File: src/design/sbso_pkg.sv
// Shared widths, register map, sequencer and lane codes for the swept-box overlap core
package sbso_pkg;

	// coordinate and size formats (signed and unsigned Q.8)
	localparam int COORD_BITS = 24;
	localparam int SIZE_BITS  = COORD_BITS - 1;
	localparam int FRAC_BITS  = 8;

	// derived datapath widths
	localparam int POS_W  = COORD_BITS + 1;  // previous centre plus offset
	localparam int DIFF_W = COORD_BITS + 2;  // final minus start, step delta, start distance
	localparam int SAMP_W = COORD_BITS + 3;  // sample position
	localparam int SEP_W  = SAMP_W + 1;      // distance between two samples
	localparam int SUM_W  = SIZE_BITS + 1;   // sum of two full sizes

	// sub-step count
	localparam int MAX_STEPS  = 16;
	localparam int STEP_REG_W = 5;
	localparam int CNT_W      = $clog2(MAX_STEPS + 1);

	// shared divider: two quotient bits per cycle
	localparam int DIV_CYC   = (DIFF_W + 1) / 2;
	localparam int DIV_W     = 2 * DIV_CYC;
	localparam int DIV_CNT_W = $clog2(DIV_CYC);

	// configuration port
	localparam int ADDR_W = 5;
	localparam int DATA_W = 32;
	localparam int IDX_W  = ADDR_W - 2;

	typedef enum logic [IDX_W-1:0] {
		REG_STEP_COUNT = 3'd0,
		REG_OFFSET_AX  = 3'd1,
		REG_OFFSET_AY  = 3'd2,
		REG_OFFSET_BX  = 3'd3,
		REG_OFFSET_BY  = 3'd4
	} reg_idx_t;

	// one divider lane per path axis
	typedef enum logic [1:0] {
		LANE_AX = 2'd0,
		LANE_AY = 2'd1,
		LANE_BX = 2'd2,
		LANE_BY = 2'd3
	} lane_t;

	typedef enum logic [5:0] {
		ST_IDLE = 6'b000001,
		ST_CHK  = 6'b000010,
		ST_DIV  = 6'b000100,
		ST_INIT = 6'b001000,
		ST_PAIR = 6'b010000,
		ST_DONE = 6'b100000
	} state_t;

endpackage

File: src/design/substep_box_sweep_overlap_core.sv
// Substepped swept-box overlap core: config registers, shared divider and pair compare sequencer
//
//  channel   | handshake                   | payload
//  ----------+-----------------------------+----------------------------------------------
//  item      | item_valid / item_stall     | a_prev_*, a_final_*, a_size_*, b_* (12 fields)
//  result    | result_valid / result_stall | hit
//  config    | psel, penable, pwrite, pready | paddr, pwdata, prdata
//
//  One item passes the coarse check, then the four step deltas are divided one after another
//  on the shared two-bit-per-cycle divider, then the single compare unit takes one sample
//  pair per cycle, up to N*N pairs for step count N, stopping at the first overlapping pair.
//  A coarse reject or N = 0 skips the division and the pairs and goes straight to the result.
//  item_stall stays high from the transfer until the result has been taken.
//  Reset clears the sequencer and loads the register reset values.
module substep_box_sweep_overlap_core (
	input  logic                                   clk,
	input  logic                                   arst_n,
	// item channel
	input  logic                                   item_valid,
	output logic                                   item_stall,
	input  logic signed [sbso_pkg::COORD_BITS-1:0] a_prev_x,
	input  logic signed [sbso_pkg::COORD_BITS-1:0] a_prev_y,
	input  logic signed [sbso_pkg::COORD_BITS-1:0] a_final_x,
	input  logic signed [sbso_pkg::COORD_BITS-1:0] a_final_y,
	input  logic        [sbso_pkg::SIZE_BITS-1:0]  a_size_x,
	input  logic        [sbso_pkg::SIZE_BITS-1:0]  a_size_y,
	input  logic signed [sbso_pkg::COORD_BITS-1:0] b_prev_x,
	input  logic signed [sbso_pkg::COORD_BITS-1:0] b_prev_y,
	input  logic signed [sbso_pkg::COORD_BITS-1:0] b_final_x,
	input  logic signed [sbso_pkg::COORD_BITS-1:0] b_final_y,
	input  logic        [sbso_pkg::SIZE_BITS-1:0]  b_size_x,
	input  logic        [sbso_pkg::SIZE_BITS-1:0]  b_size_y,
	// result channel
	output logic                                   result_valid,
	input  logic                                   result_stall,
	output logic                                   hit,
	// configuration port
	input  logic                                   psel,
	input  logic                                   penable,
	input  logic                                   pwrite,
	input  logic        [sbso_pkg::ADDR_W-1:0]     paddr,
	input  logic        [sbso_pkg::DATA_W-1:0]     pwdata,
	output logic        [sbso_pkg::DATA_W-1:0]     prdata,
	output logic                                   pready
);
	import sbso_pkg::*;

	// configuration registers
	logic        [STEP_REG_W-1:0] step_count_q;
	logic signed [COORD_BITS-1:0] offset_ax_q;
	logic signed [COORD_BITS-1:0] offset_ay_q;
	logic signed [COORD_BITS-1:0] offset_bx_q;
	logic signed [COORD_BITS-1:0] offset_by_q;

	// sequencer
	state_t               state_q;
	lane_t                lane_q;
	lane_t                ld_lane;
	logic [DIV_CNT_W-1:0] div_cnt_q;
	logic [CNT_W-1:0]     n_q;
	logic [CNT_W-1:0]     i_q;
	logic [CNT_W-1:0]     j_q;
	logic                 hit_q;

	// item registers
	logic signed [POS_W-1:0]      pax_q, pay_q, pbx_q, pby_q;
	logic signed [COORD_BITS-1:0] fax_q, fay_q, fbx_q, fby_q;
	logic        [SUM_W-1:0]      sum_x_q, sum_y_q;

	// divider and step deltas
	logic        [DIV_W-1:0]  q_q;
	logic        [CNT_W-1:0]  rem_q;
	logic                     neg_q;
	logic signed [DIFF_W-1:0] d_q [4];

	// sample positions
	logic signed [SAMP_W-1:0] ax_q, ay_q, bx_q, by_q;

	logic                     wr_en;
	logic [CNT_W-1:0]         n_eff;
	logic signed [DIFF_W-1:0] dist_x, dist_y;
	logic        [DIFF_W-1:0] dist_x_mag, dist_y_mag;
	logic        [DIFF_W-1:0] lim_x, lim_y;
	logic                     coarse_ok;
	logic signed [DIFF_W-1:0] div_op;
	logic        [DIFF_W-1:0] div_mag;
	logic        [CNT_W:0]    r1, r2;
	logic        [CNT_W-1:0]  r1_m, r2_m;
	logic                     b1, b2;
	logic        [DIV_W-1:0]  q_nxt;
	logic        [DIFF_W-1:0] quo;
	logic signed [DIFF_W-1:0] delta;
	logic signed [SAMP_W-1:0] b_first_x, b_first_y;
	logic signed [SEP_W-1:0]  sep_x, sep_y;
	logic        [SEP_W-1:0]  sep_x_mag, sep_y_mag;
	logic                     pair_hit;
	logic                     item_xfer;
	logic                     result_xfer;

	assign pready      = 1'b1;
	assign wr_en       = psel && penable && pwrite && pready;
	assign item_xfer   = item_valid && !item_stall;
	assign result_xfer = result_valid && !result_stall;

	// register write
	always_ff @(posedge clk or negedge arst_n) begin
		if (!arst_n) begin
			step_count_q <= STEP_REG_W'(1);
			offset_ax_q  <= '0;
			offset_ay_q  <= '0;
			offset_bx_q  <= '0;
			offset_by_q  <= '0;
		end else if (wr_en) begin
			unique case (paddr[ADDR_W-1:2])
				REG_STEP_COUNT: step_count_q <= pwdata[STEP_REG_W-1:0];
				REG_OFFSET_AX:  offset_ax_q  <= pwdata[COORD_BITS-1:0];
				REG_OFFSET_AY:  offset_ay_q  <= pwdata[COORD_BITS-1:0];
				REG_OFFSET_BX:  offset_bx_q  <= pwdata[COORD_BITS-1:0];
				REG_OFFSET_BY:  offset_by_q  <= pwdata[COORD_BITS-1:0];
				default: ;
			endcase
		end
	end

	// register read
	always_comb begin
		unique case (paddr[ADDR_W-1:2])
			REG_STEP_COUNT: prdata = {{(DATA_W-STEP_REG_W){1'b0}}, step_count_q};
			REG_OFFSET_AX:  prdata = {{(DATA_W-COORD_BITS){1'b0}}, offset_ax_q};
			REG_OFFSET_AY:  prdata = {{(DATA_W-COORD_BITS){1'b0}}, offset_ay_q};
			REG_OFFSET_BX:  prdata = {{(DATA_W-COORD_BITS){1'b0}}, offset_bx_q};
			REG_OFFSET_BY:  prdata = {{(DATA_W-COORD_BITS){1'b0}}, offset_by_q};
			default:        prdata = '0;
		endcase
	end

	// saturate the step count
	assign n_eff = (step_count_q > STEP_REG_W'(MAX_STEPS)) ? CNT_W'(MAX_STEPS)
		: CNT_W'(step_count_q);

	// coarse reject on whole-unit start distance
	always_comb begin
		dist_x     = DIFF_W'(pbx_q) - DIFF_W'(pax_q);
		dist_y     = DIFF_W'(pby_q) - DIFF_W'(pay_q);
		dist_x_mag = dist_x[DIFF_W-1] ? DIFF_W'(-dist_x) : DIFF_W'(dist_x);
		dist_y_mag = dist_y[DIFF_W-1] ? DIFF_W'(-dist_y) : DIFF_W'(dist_y);
		lim_x      = DIFF_W'(sum_x_q >> (FRAC_BITS + 1)) << 1;
		lim_y      = DIFF_W'(sum_y_q >> (FRAC_BITS + 1)) << 1;
		coarse_ok  = ((dist_x_mag >> FRAC_BITS) <= lim_x)
			&& ((dist_y_mag >> FRAC_BITS) <= lim_y);
	end

	// pick the path span for the lane about to enter the divider
	assign ld_lane = (state_q == ST_CHK) ? LANE_AX : lane_t'(lane_q + 2'd1);

	always_comb begin
		unique case (ld_lane)
			LANE_AX: div_op = DIFF_W'(fax_q) - DIFF_W'(pax_q);
			LANE_AY: div_op = DIFF_W'(fay_q) - DIFF_W'(pay_q);
			LANE_BX: div_op = DIFF_W'(fbx_q) - DIFF_W'(pbx_q);
			LANE_BY: div_op = DIFF_W'(fby_q) - DIFF_W'(pby_q);
			default: div_op = '0;
		endcase
		div_mag = div_op[DIFF_W-1] ? DIFF_W'(-div_op) : DIFF_W'(div_op);
	end

	// two restoring division steps per cycle
	always_comb begin
		r1    = {rem_q, q_q[DIV_W-1]};
		b1    = (r1 >= {1'b0, n_q});
		r1_m  = b1 ? CNT_W'(r1 - {1'b0, n_q}) : CNT_W'(r1);
		r2    = {r1_m, q_q[DIV_W-2]};
		b2    = (r2 >= {1'b0, n_q});
		r2_m  = b2 ? CNT_W'(r2 - {1'b0, n_q}) : CNT_W'(r2);
		q_nxt = {q_q[DIV_W-3:0], b1, b2};
		quo   = q_nxt[DIFF_W-1:0];
		delta = neg_q ? DIFF_W'(-quo) : DIFF_W'(quo);
	end

	// first B sample of each row
	assign b_first_x = SAMP_W'(pbx_q) + SAMP_W'(d_q[LANE_BX]);
	assign b_first_y = SAMP_W'(pby_q) + SAMP_W'(d_q[LANE_BY]);

	// shared compare unit: overlap of the current sample pair on both axes
	always_comb begin
		sep_x     = SEP_W'(ax_q) - SEP_W'(bx_q);
		sep_y     = SEP_W'(ay_q) - SEP_W'(by_q);
		sep_x_mag = sep_x[SEP_W-1] ? SEP_W'(-sep_x) : SEP_W'(sep_x);
		sep_y_mag = sep_y[SEP_W-1] ? SEP_W'(-sep_y) : SEP_W'(sep_y);
		pair_hit  = ({1'b0, sep_x_mag, 1'b0} <= (SEP_W + 2)'(sum_x_q))
			&& ({1'b0, sep_y_mag, 1'b0} <= (SEP_W + 2)'(sum_y_q));
	end

	// sequencer
	always_ff @(posedge clk or negedge arst_n) begin
		if (!arst_n) begin
			state_q <= ST_IDLE;
		end else begin
			unique case (state_q)
				ST_IDLE: if (item_xfer) begin
					state_q <= ST_CHK;
				end
				ST_CHK: begin
					state_q <= (n_q != '0 && coarse_ok) ? ST_DIV : ST_DONE;
				end
				ST_DIV: if (div_cnt_q == DIV_CNT_W'(DIV_CYC - 1) && lane_q == LANE_BY) begin
					state_q <= ST_INIT;
				end
				ST_INIT: begin
					state_q <= ST_PAIR;
				end
				ST_PAIR: if (pair_hit || (i_q == n_q && j_q == n_q)) begin
					state_q <= ST_DONE;
				end
				ST_DONE: if (result_xfer) begin
					state_q <= ST_IDLE;
				end
				default: state_q <= ST_IDLE;
			endcase
		end
	end

	// datapath
	always_ff @(posedge clk) begin
		unique case (state_q)
			ST_IDLE: if (item_xfer) begin
				// capture the item and add the offsets
				pax_q   <= POS_W'(a_prev_x) + POS_W'(offset_ax_q);
				pay_q   <= POS_W'(a_prev_y) + POS_W'(offset_ay_q);
				pbx_q   <= POS_W'(b_prev_x) + POS_W'(offset_bx_q);
				pby_q   <= POS_W'(b_prev_y) + POS_W'(offset_by_q);
				fax_q   <= a_final_x;
				fay_q   <= a_final_y;
				fbx_q   <= b_final_x;
				fby_q   <= b_final_y;
				sum_x_q <= SUM_W'(a_size_x) + SUM_W'(b_size_x);
				sum_y_q <= SUM_W'(a_size_y) + SUM_W'(b_size_y);
				n_q     <= n_eff;
				hit_q   <= 1'b0;
			end
			ST_CHK: begin
				// load the first lane into the divider
				lane_q    <= LANE_AX;
				div_cnt_q <= '0;
				q_q       <= DIV_W'(div_mag);
				rem_q     <= '0;
				neg_q     <= div_op[DIFF_W-1];
			end
			ST_DIV: begin
				if (div_cnt_q == DIV_CNT_W'(DIV_CYC - 1)) begin
					// store the step delta and load the next lane
					d_q[lane_q] <= delta;
					lane_q      <= ld_lane;
					div_cnt_q   <= '0;
					q_q         <= DIV_W'(div_mag);
					rem_q       <= '0;
					neg_q       <= div_op[DIFF_W-1];
				end else begin
					div_cnt_q <= div_cnt_q + DIV_CNT_W'(1);
					q_q       <= q_nxt;
					rem_q     <= r2_m;
				end
			end
			ST_INIT: begin
				ax_q <= SAMP_W'(pax_q) + SAMP_W'(d_q[LANE_AX]);
				ay_q <= SAMP_W'(pay_q) + SAMP_W'(d_q[LANE_AY]);
				bx_q <= b_first_x;
				by_q <= b_first_y;
				i_q  <= CNT_W'(1);
				j_q  <= CNT_W'(1);
			end
			ST_PAIR: begin
				if (pair_hit) begin
					hit_q <= 1'b1;
				end else if (j_q == n_q) begin
					// advance to the next A sample, restart the B row
					i_q  <= i_q + CNT_W'(1);
					j_q  <= CNT_W'(1);
					ax_q <= ax_q + SAMP_W'(d_q[LANE_AX]);
					ay_q <= ay_q + SAMP_W'(d_q[LANE_AY]);
					bx_q <= b_first_x;
					by_q <= b_first_y;
				end else begin
					j_q  <= j_q + CNT_W'(1);
					bx_q <= bx_q + SAMP_W'(d_q[LANE_BX]);
					by_q <= by_q + SAMP_W'(d_q[LANE_BY]);
				end
			end
			ST_DONE: ;
			default: ;
		endcase
	end

	assign item_stall   = (state_q != ST_IDLE);
	assign result_valid = (state_q == ST_DONE);
	assign hit          = hit_q;

	// checks
	a_busy_while_result: assert property (@(posedge clk) disable iff (!arst_n)
		result_valid |-> item_stall)
		else $error("item taken while a result is pending");

	a_xfer_starts_check: assert property (@(posedge clk) disable iff (!arst_n)
		item_xfer |=> state_q == ST_CHK)
		else $error("item transfer did not start the coarse check");

	a_pair_counters: assert property (@(posedge clk) disable iff (!arst_n)
		state_q == ST_PAIR |-> (i_q != '0 && i_q <= n_q && j_q != '0 && j_q <= n_q))
		else $error("sample counters out of range");

	a_hit_needs_steps: assert property (@(posedge clk) disable iff (!arst_n)
		(result_valid && hit) |-> n_q != '0)
		else $error("hit reported with no sub-steps");

	a_div_done_lane: assert property (@(posedge clk) disable iff (!arst_n)
		state_q == ST_INIT |-> $past(lane_q) == LANE_BY)
		else $error("sample setup entered before the last delta");

endmodule

File: config.mk
export PLATFORM = sky130hd
export DESIGN_NAME = substep_box_sweep_overlap_core
export DESIGN_NICKNAME = d
export VERILOG_FILES = /design/src/design/sbso_pkg.sv /design/src/design/substep_box_sweep_overlap_core.sv
export SDC_FILE = /design/constraint.sdc
export NUM_CORES = 2
export LEC_CHECK = 0
export ABC_AREA = 1
export BUFFER_PORTS_ARGS = -buffer_cell sky130_fd_sc_hd__buf_2
export CORE_MARGIN = 1.5
export CORE_UTILIZATION = 40
export CTS_CLUSTER_SIZE = 30
export DETAILED_ROUTE_END_ITERATION = 10
export GPL_ROUTABILITY_DRIVEN = 0
export PLACE_DENSITY = 0.66
export SLEW_MARGIN = 20
export SYNTH_ARGS = -nofsm -noshare
export SYNTH_HDL_FRONTEND = slang
export SYNTH_SLANG_ARGS = --single-unit
File: constraint.sdc
create_clock -name clk -period 14 [get_ports clk]
set_clock_uncertainty 0.15 [all_clocks]
set_input_delay 1.4 -clock clk [delete_from_list [all_inputs] [get_ports clk]]
set_output_delay 1.4 -clock clk [all_outputs]
set_load 0.02 [all_outputs]
==> impl_metrics.py <==
metrics = {
    "setup_path": {
        "end_kind": "flop",
        "path_class": "flop to flop",
        "r2r-start": "ax_q[14]$_DFFE_PP_",
        "critPathLaunchType": "flop",
        "startpoint": "ax_q[14]$_DFFE_PP_",
        "cp_num_buf_inv": 5,
        "crit_top_cell": "nand2_1",
        "arrival_ns": 7.73,
        "critPathSlowestCell": "buf_4",
        "critPathRequiredTime_ns": 14.16,
        "crit_family": "simple AND/OR/NAND/NOR gates",
        "cp_max_fo": 60,
        "cpPeakStageDelay_ns": 0.69,
    },
    "logic_synthesis": {
        "yosysSeqAreaShare_pct": 32.4,
        "yosys-top-cells-area": "edfxtp_1 28%, ha_1 14%, nand2_1 13%",
        "synth_top_area_share_pct": 27.5,
        "yosysMostFrequentCell": "nand2_1",
        "yosysWarnings": 0,
        "synth_cells": 7496,
        "async_flop_share_pct": 17.3,
        "post-synth-top-area-cell": "edfxtp_1",
        "syn_avg_cell_area_um2": 7.42,
        "synth_area_um2": 55600,
        "ys.flop_type": "edfxtp_1",
        "ys_top_cells_by_count": "1974 x nand2_1, 1015 x inv_1, 643 x a21oi_1, 600 x ha_1, 527 x nor2_1",
        "synth_edf_count": 510,
        "synth_cell_types": 67,
        "synth-seq-cells": 617,
    },
    "clocking": {
        "cts_buffer_depth": 3,
        "h-tree-depth": 3,
        "cts_resized": 0,
        "clk_pin_slew_ns": 0.06,
        "clock_latency_ns": 0.67,
        "cts-root-buf": "clkbuf_16",
        "clock_sinks": 617,
        "cts_buffers": 70,
        "postCtsHoldBufs": 0,
        "post_cts_buffers": 0,
        "cts_tree": "done",
    },
    "pwr": {
        "power_density_nw_per_um2": 181,
        "ir_drop_mv": 0.114,
        "p_leak_nw": 29.6,
        "total_power_mw": 11.2,
    },
    "global_routing": {
        "antenna_found_initial": 16,
        "first_global_vias": 48805,
        "grt_overflow_total": 0,
        "grt_pass1_wl_mm": 280,
        "grt_max_degree": 83,
        "track_usage_pct": 25.8,
    },
    "route": {
        "avgViaCountPerCell": 5.47,
        "drtIter0Drc": 5090,
        "num_vias": 53074,
        "finalWirelength_mm": 188,
        "drc": 0,
        "wire_per_inst_um": 19.3,
        "drt_pass1_iterations": 6,
        "ant_nets": 0,
    },
    "sta": {
        "post-route-period-util_pct": 54.1,
        "layout_min_cycle_time_ns": 7.57,
        "rsz0062_at_grt": "no",
        "fmaxAchievable_ghz": 0.132,
        "worstMarginPinSlew_ns": 1.14,
        "setup_tns_ns": 0,
        "relSlewSlack_pct": 23.4,
        "hold_viol": 0,
        "setup_viol": 0,
        "slew_violations": 0,
    },
    "cells_and_area": {
        "layout-drive-gt1-share_pct": 8.20,
        "nets": 8808,
        "num-fill-cells": 13694,
        "design_area_um2": 61600,
        "synthToLayoutAreaGrowth_pct": 10.9,
    },
    "place": {
        "port_buffers": 344,
        "hpwlAfterDp_mm": 155,
        "place_area_um2": 59400,
    },
    "job": {
        "maxCapViolations": 0,
    },
    "die": {
        "die_w_um": 376,
        "rows": 136,
        "coreArea_um2": 138000,
        "die_h_um": 376,
        "start_util_pct": 40.4,
        "dieArea_um2": 141000,
        "ios": 364,
    },
    "min_path": {
        "min-delay-start": "step_count_q[0]$_DFFE_PN1P_",
        "hp-class": "flop to flop",
    },
    "run_status": {
        "status": "completed",
    },
}
## where the power goes
part           switching, mW  total [mW]  internal [mW]
combinational           4.31        6.38           2.06
sequential             0.354        2.98           2.63
clock                  0.805        1.79          0.986
## state kept, by name (all words and copies together), names as in the netlist, 6 cells and up
register	cells
pax_q	25
by_q	27
ay_q	27
state_q	6
q_q	26
pbx_q	25
pay_q	25
offset_by_q	24
d_q	104
fax_q	24
pby_q	25
fbx_q	24
ax_q	27
offset_bx_q	24
fay_q	24
offset_ax_q	24
fby_q	24
sum_y_q	24
sum_x_q	24
offset_ay_q	24
bx_q	27
## metal layers
layer	up-vias	share of wire (%)	track usage, %
li1	25932	-	-
met2	2237	43	40.5
met5	-	0.064	0
met3	454	8.4	3.98
met4	18	7.1	16.6
met1	24433	41	33.2
## path summary, 6_finish.rpt
check / endpoint / slack, ns / depth (start not counted)
worst max-delay path: ay_q[0]$_DFFE_PP_ / 6.43 / 31
max in group asynchronous: state_q[1]$_DFFE_PN0P_ / 12.06 / 2
worst min register to register: step_count_q[0]$_DFFE_PN1P_ / 0.37 / 2
worst min-delay path: step_count_q[0]$_DFFE_PN1P_ / 0.37 / 2
worst max register to register: ay_q[0]$_DFFE_PP_ / 6.43 / 31
min in group asynchronous: offset_ay_q[15]$_DFFE_PN0P_ / 0.48 / 1
## tightest hold or removal path, stage by stage (launching register included)
cell	delay [ns]
dfstp_2	0.38
nand2_1	0.05
o21ai_0	0.08
## cells by family (layout without fill, tap and decap cells)
group,count (synthesis),after routing,synth area share [%]
simple gates,3356,3356,25.9
compound gates,1361,1361,13.2
buf+inv,1135,1546,7.83
fa+ha+maj,622,622,14.3
flops,617,617,32.4
xor+xnor,401,401,6.32
other cells,2,11,0.0135
mux,2,2,0.0360
## metrics by stage
step	hold slack (ns)	setup WS, ns	instances	util (%)
after floorplan	0.325	1.30	7503	-
after global placement	0.349	6.57	9580	43.2
after detailed placement	0.352	6.40	9580	43.2
after CTS	0.362	6.37	9708	44.8
after global routing	0.382	5.74	9708	44.8
final	0.368	6.43	9710	44.8
## layout by cell type, fill, tap and decap left out, drive strengths merged, types with 21 or more instances in the layout
cell type  instances
nand2           2002
o21bai            38
clkbuf            84
nor2             565
a31oi             26
xnor2            128
o21ai            512
or2               36
nand3b            44
edfxtp           510
ha               600
a21o              26
nand3            443
nor4              36
dfrtp            105
o21a              21
a21oi            648
buf              374
inv             1044
xor2             273
fa                22
o211ai            22
nor3              68
clkinv            38
nand4            143
## final cells by class
type / count / area, um2 / share of cell area, %
multi-input combinational: 5751 / 33300 / 54.1
sequential: 617 / 18000 / 29.2
inverter: 1044 / 3920 / 6.36
tap: 1794 / 2240 / 3.64
timing repair buffer: 374 / 1950 / 3.17
clock buffer: 84 / 1840 / 2.98
clock inverter: 44 / 363 / 0.589
antenna: 2 / 5.00 / 0.00812
Power figures use the tool's default switching activity.
